File: config.mk
export PLATFORM = sky130hd
export DESIGN_NAME = wwsa_ram
export DESIGN_NICKNAME = d
export VERILOG_FILES = /design/src/wwsa_pkg.sv /design/src/wwsa_ram.sv
export SDC_FILE = /design/constraint.sdc
export NUM_CORES = 2
export LEC_CHECK = 0
export ABC_AREA = 0
export CAP_MARGIN = 30
export CORE_ASPECT_RATIO = 0.7
export CORE_UTILIZATION = 53
export CTS_BUF_LIST = sky130_fd_sc_hd__clkbuf_2
export CTS_CLUSTER_DIAMETER = 50
export DETAILED_ROUTE_END_ITERATION = 8
export DONT_BUFFER_PORTS = 1
export GPL_ROUTABILITY_DRIVEN = 0
export PLACE_DENSITY = 0.71
export SYNTH_ARGS = -nofsm -noshare
export SYNTH_HDL_FRONTEND = slang
export SYNTH_SLANG_ARGS = --single-unit
File: constraint.sdc
create_clock -name clk -period 34.9 [get_ports clk]
set_clock_uncertainty 0.05 [all_clocks]
set_input_delay 8.725 -clock clk [delete_from_list [all_inputs] [get_ports clk]]
set_output_delay 8.725 -clock clk [all_outputs]
set_load 0.01 [all_outputs]
File: src/wwsa_pkg.sv
`default_nettype none
// ----------------------------------------------------------------------------
// wwsa_pkg
// Shared types and constants of the wide word stack ALU.
// ----------------------------------------------------------------------------
package wwsa_pkg;

  localparam int unsigned STACK_DEPTH_DEF = 16;
  localparam int unsigned LANE_W          = 64;
  localparam int unsigned LANES           = 4;
  localparam int unsigned WORD_W          = LANE_W * LANES;
  localparam int unsigned MODE_W          = 3;
  localparam int unsigned STATUS_W        = 2;
  localparam int unsigned DEPTH_OUT_W     = 5;

  typedef logic [WORD_W-1:0] word_t;

  typedef enum logic [MODE_W-1:0] {
    OP_PUSH  = 3'd0,
    OP_STORE = 3'd1,
    OP_POP   = 3'd2,
    OP_ADD   = 3'd3,
    OP_SUB   = 3'd4,
    OP_DUP   = 3'd5
  } op_t;

  typedef enum logic [STATUS_W-1:0] {
    ST_OK    = 2'd0,
    ST_UNDER = 2'd1,
    ST_OVER  = 2'd2
  } status_t;

  typedef enum logic {
    S_IDLE,
    S_EXEC
  } state_t;

endpackage : wwsa_pkg
`default_nettype wire

File: src/wwsa_ram.sv
`default_nettype none
// ----------------------------------------------------------------------------
// wwsa_ram
// Word store below the top of stack: one write and one registered read port.
// ----------------------------------------------------------------------------
module wwsa_ram
  import wwsa_pkg::*;
#(
  parameter int unsigned DEPTH = STACK_DEPTH_DEF,
  localparam int unsigned AW   = $clog2(DEPTH)
) (
  input  wire logic          clk,
  input  wire logic          wr_en,
  input  wire logic [AW-1:0] wr_addr,
  input  wire word_t         wr_data,
  input  wire logic          rd_en,
  input  wire logic [AW-1:0] rd_addr,
  output word_t              rd_data
);

  word_t mem [DEPTH];

  always_ff @(posedge clk) begin
    if (wr_en) begin
      mem[wr_addr] <= wr_data;
    end
  end

  always_ff @(posedge clk) begin
    if (rd_en) begin
      rd_data <= mem[rd_addr];
    end
  end

endmodule : wwsa_ram
`default_nettype wire

==> results by stage <==
Job:
- The number of violations of the max-capacitance limit is 0.

STA:
- The portion of the clock cycle consumed by the worst path in the final layout is 0.324.
- Setup violations remaining at the end of the flow were counted as 0.
- The aggregate negative setup slack is 0 ns.
- The minimum clock period after layout is 11.32 ns.
- The transition time at the pin with the least slew margin is 2.38 ns.
- The final max-slew violation count is 612.
- The number of hold violations in the final report is 0.
- Derived from the worst setup path, the maximum achievable clock frequency is 0.0883 GHz.
- Setup repair after global routing left no endpoint under its margin.
- In this run the tightest slew margin relative to its limit is -0.584.

Route:
- The via count is 75.1k.
- After detailed routing, the number of remaining DRC violations is 0.
- The final antenna-violating net count is 0.
- The detailed router finished its first iteration with 9517 violations.
- The pre-antenna-repair detailed-routing pass consisted of 5 iterations.
- Dividing the detail-routed via count by the number of cells gives 6.20.
- The routed wirelength normalized by instance count is 31.1 um.
- For this block, the routed nets add up to 376 mm of wire.

Synthesis:
- The synthesized instance count is 6648.
- Of the post-synthesis cell area, the dominant cell type holds 0.811.
- The average instance in the mapped netlist occupies 24.3 sq um.
- The sequential element share of the synthesized area is 0.811.
- Summed over all instances, the cell type with the most area after synthesis is edfxtp_1.
- Counting distinct cell types in the post-synthesis netlist gives 25.
- Counting every net in the synthesized netlist gives 6915.
- In the post-synthesis netlist, the biggest area contributors are edfxtp_1, mux4_2, a22oi_1, mux2_2, nand2_1.
- The complex-gate fraction of the synthesized area is 0.0252.
- Of the total synthesized cell area, the portion taken by XOR and XNOR cells is 0.
- The flop and latch count out of synthesis is 4352.
- During synthesis, Yosys emitted a total of 0 warnings.
- By area, the combinational part of the netlist is dominated by multiplexers.
- The post-synthesis simple-gate area fraction is 0.00809.
- The mapped netlist covers 161000 sq um.
- Of the post-synthesis cell area, the part taken by muxes is 0.145.
- The arithmetic-cell share of the synthesized area counting full adders, half adders and majority gates is 0.

Clocking:
- The total clock buffers created by CTS is 935.
- The H-tree was split into 6 levels.
- In this run, post-CTS hold repair placed 0 buffers.
- CTS placed an instance of clkbuf_2 at the clock tree root.
- The sink count of the clock tree is 4352.
- The maximum clock path buffer count is 4.
- After clock tree synthesis, the clock-pin slew on the worst setup and hold paths is 0.11 ns.
- Post-CTS timing repair inserted 0 buffers for setup.
- The clock latency on the worst-skew pair is 1.86 ns.
- The number of resized instances in the post-cts repair step is 0.
- The clock tree from TritonCTS is yes.

Critical path:
- The beginning of the worst register-to-register path is mem[6][162]$_DFFE_PP_.
- The worst register-to-register path ends at rd_data[162]$_DFFE_PP_.
- For the worst setup path, the data arrival time is 2.55 ns.
- STA classifies the critical path startpoint as a flop.
- The worst setup path is captured at an output port.
- The category of the most critical setup path is flop to output port.
- The depth of the worst register-to-register path is 3.
- The highest net fanout along the worst path is 1.
- The required time of the critical path is 26.12 ns.
- The register-to-register path setup slack is 32.99 ns.

Global route:
- The via count of the first global-routing pass came to 78.4k.
- The total routing usage reported by global routing is 0.245.
- The first global-routing pass estimated 539 mm of wire.
- Summed over all layers, the global routing overflow is 0.
- The number of antenna violations at the first check in global routing is 16.
- Entering global routing, the biggest net connects 792 pins.

Min path:
- The worst hold path was traced through 3 stages.
- The worst hold path terminates at rd_data[114]$_DFFE_PP_.
- The worst hold path belongs to the class flop to flop.
- The hold path startpoint is mem[12][114]$_DFFE_PP_.

Floorplan:
- The number of primary I/O pins is 523.
- The standard-cell row count is 169.
- The effective utilization at floorplan is 0.532.
- The area inside the core boundary is 303000 sq um.
- The die is 661 um wide.
- Measured along the y axis, the die boundary spans 463 um.
- The die covers 306000 sq um.

Run status:
- The flow ran to the end, but the final reports show violations.
- The final reports fail on max-slew violations.

Place:
- The placed instance count is 10.4k.
- Detailed placement ended at an HPWL of 179 mm.
- The number of port buffers is 0.

Cells and area:
- The net count of the finished layout is 7633.
- Leaving out fill and tap cells, the most frequent cell in the layout is edfxtp_1.
- After the flow finishes, the layout carries non-filler instances totaling 12.1k.
- The area growth from synthesis to layout is 8.21%.
- The library cells used most frequently in the layout, excluding fill and tap cells, are edfxtp_1, clkbuf_2, mux4_2.
- The fraction of final layout cells with drive strength greater than 1 is 0.337.

Power and ir drop:
- The worst-case IR drop observed on VDD is 0.0334 mV.
- In this run the power density over the cells is 53.7 nW/um^2.
- The leakage power is 55.7 nW.
[worst reg2reg max path, stage by stage, from the launching register on]
cell and delay, ns:
edfxtp_1 0.38, mux4_2 0.48, a22oi_1 0.27, o21ai_0 0.42
[registers in the layout (all words and copies together) (netlist names)]
register / cells
mem: 4096
rd_data: 256
[logic make-up after synthesis]
group / count (synthesis)
AND/OR/NAND/NOR: 295
buffers and inverters: 353
AO/OA/AOI/OAI: 539
flip-flops: 4352
multiplexers: 1109
[cells in the mapped netlist]
cell type / count
or3b_2: 1
edfxtp_1: 4352
mux2_2: 106
o21ai_0: 27
nand3_1: 1
a221oi_1: 23
o221ai_1: 33
buf_1: 19
nand2_1: 202
nand2b_1: 27
mux4_2: 968
a22oi_1: 450
buf_4: 89
nor2b_1: 39
nor3_1: 4
and2_1: 3
mux2i_1: 35
buf_6: 8
or2_2: 1
nor2_1: 14
buf_2: 87
nand3b_1: 2
nor2_2: 1
o22a_1: 6
clkbuf_1: 150
[area by class of cell]
type,instances,area [sq um]
sequential,4352,131000
fill,21800,128000
multi-input combinational,1943,28900
clock buffer,1413,7070
tap,4018,5030
timing repair buffer,134,1410
clock inverter,233,1370
antenna,5,12.5
[per-layer routing]
metal,share of wire,global-route usage,wire length [um],up-vias
li1,-,-,-,30700
met2,0.48,0.388,182000,4173
met4,0.026,0.0761,9810,6
met3,0.11,0.0679,39600,624
met5,0.000093,0,35,-
met1,0.38,0.335,144000,39600
[how the worst max path moves through the flow]
| stage | start | end | cells after the start | slack (ns) |
|---|---|---|---|---|
| 3_5_place_dp | rd_addr[0] | rd_data[98]$_DFFE_PP_ | 8 | 21.16 |
| 5_1_grt | rd_data[205]$_DFFE_PP_ | rd_data[205] | 0 | 23.36 |
| 2_1_floorplan | wr_addr[2] | mem[0][0]$_DFFE_PP_ | 2 | 7.20 |
| 4_1_cts | rd_data[205]$_DFFE_PP_ | rd_data[205] | 0 | 23.22 |
| 6_report | rd_data[205]$_DFFE_PP_ | rd_data[205] | 0 | 23.58 |
| 3_3_place_gp | rd_addr[0] | rd_data[97]$_DFFE_PP_ | 8 | 21.15 |
[metrics by stage]
| stage | cell area [sq um] | hold slack (ns) | setup slack, ns | util | power (mW) |
|---|---|---|---|---|---|
| 6_report | 174000 | 0.634 | 23.58 | 0.576 | 9.38 |
| 5_1_grt | 174000 | 0.659 | 23.36 | 0.576 | 9.73 |
| 4_1_cts | 174000 | 0.640 | 23.22 | 0.576 | 9.45 |
| 3_5_place_dp | 166000 | 0.678 | 21.16 | 0.548 | 6.42 |
| 3_3_place_gp | 166000 | 0.672 | 21.15 | 0.548 | 6.41 |
| 2_1_floorplan | 161000 | 0.660 | 7.20 | - | 6.34 |
[power breakdown]
| group | internal (mW) | switching (mW) |
|---|---|---|
| clock network | 1.17 | 1.90 |
| registers | 5.88 | 0.0608 |
| logic | 0.176 | 0.180 |
Note: power is estimated with default switching activity, not from simulation.
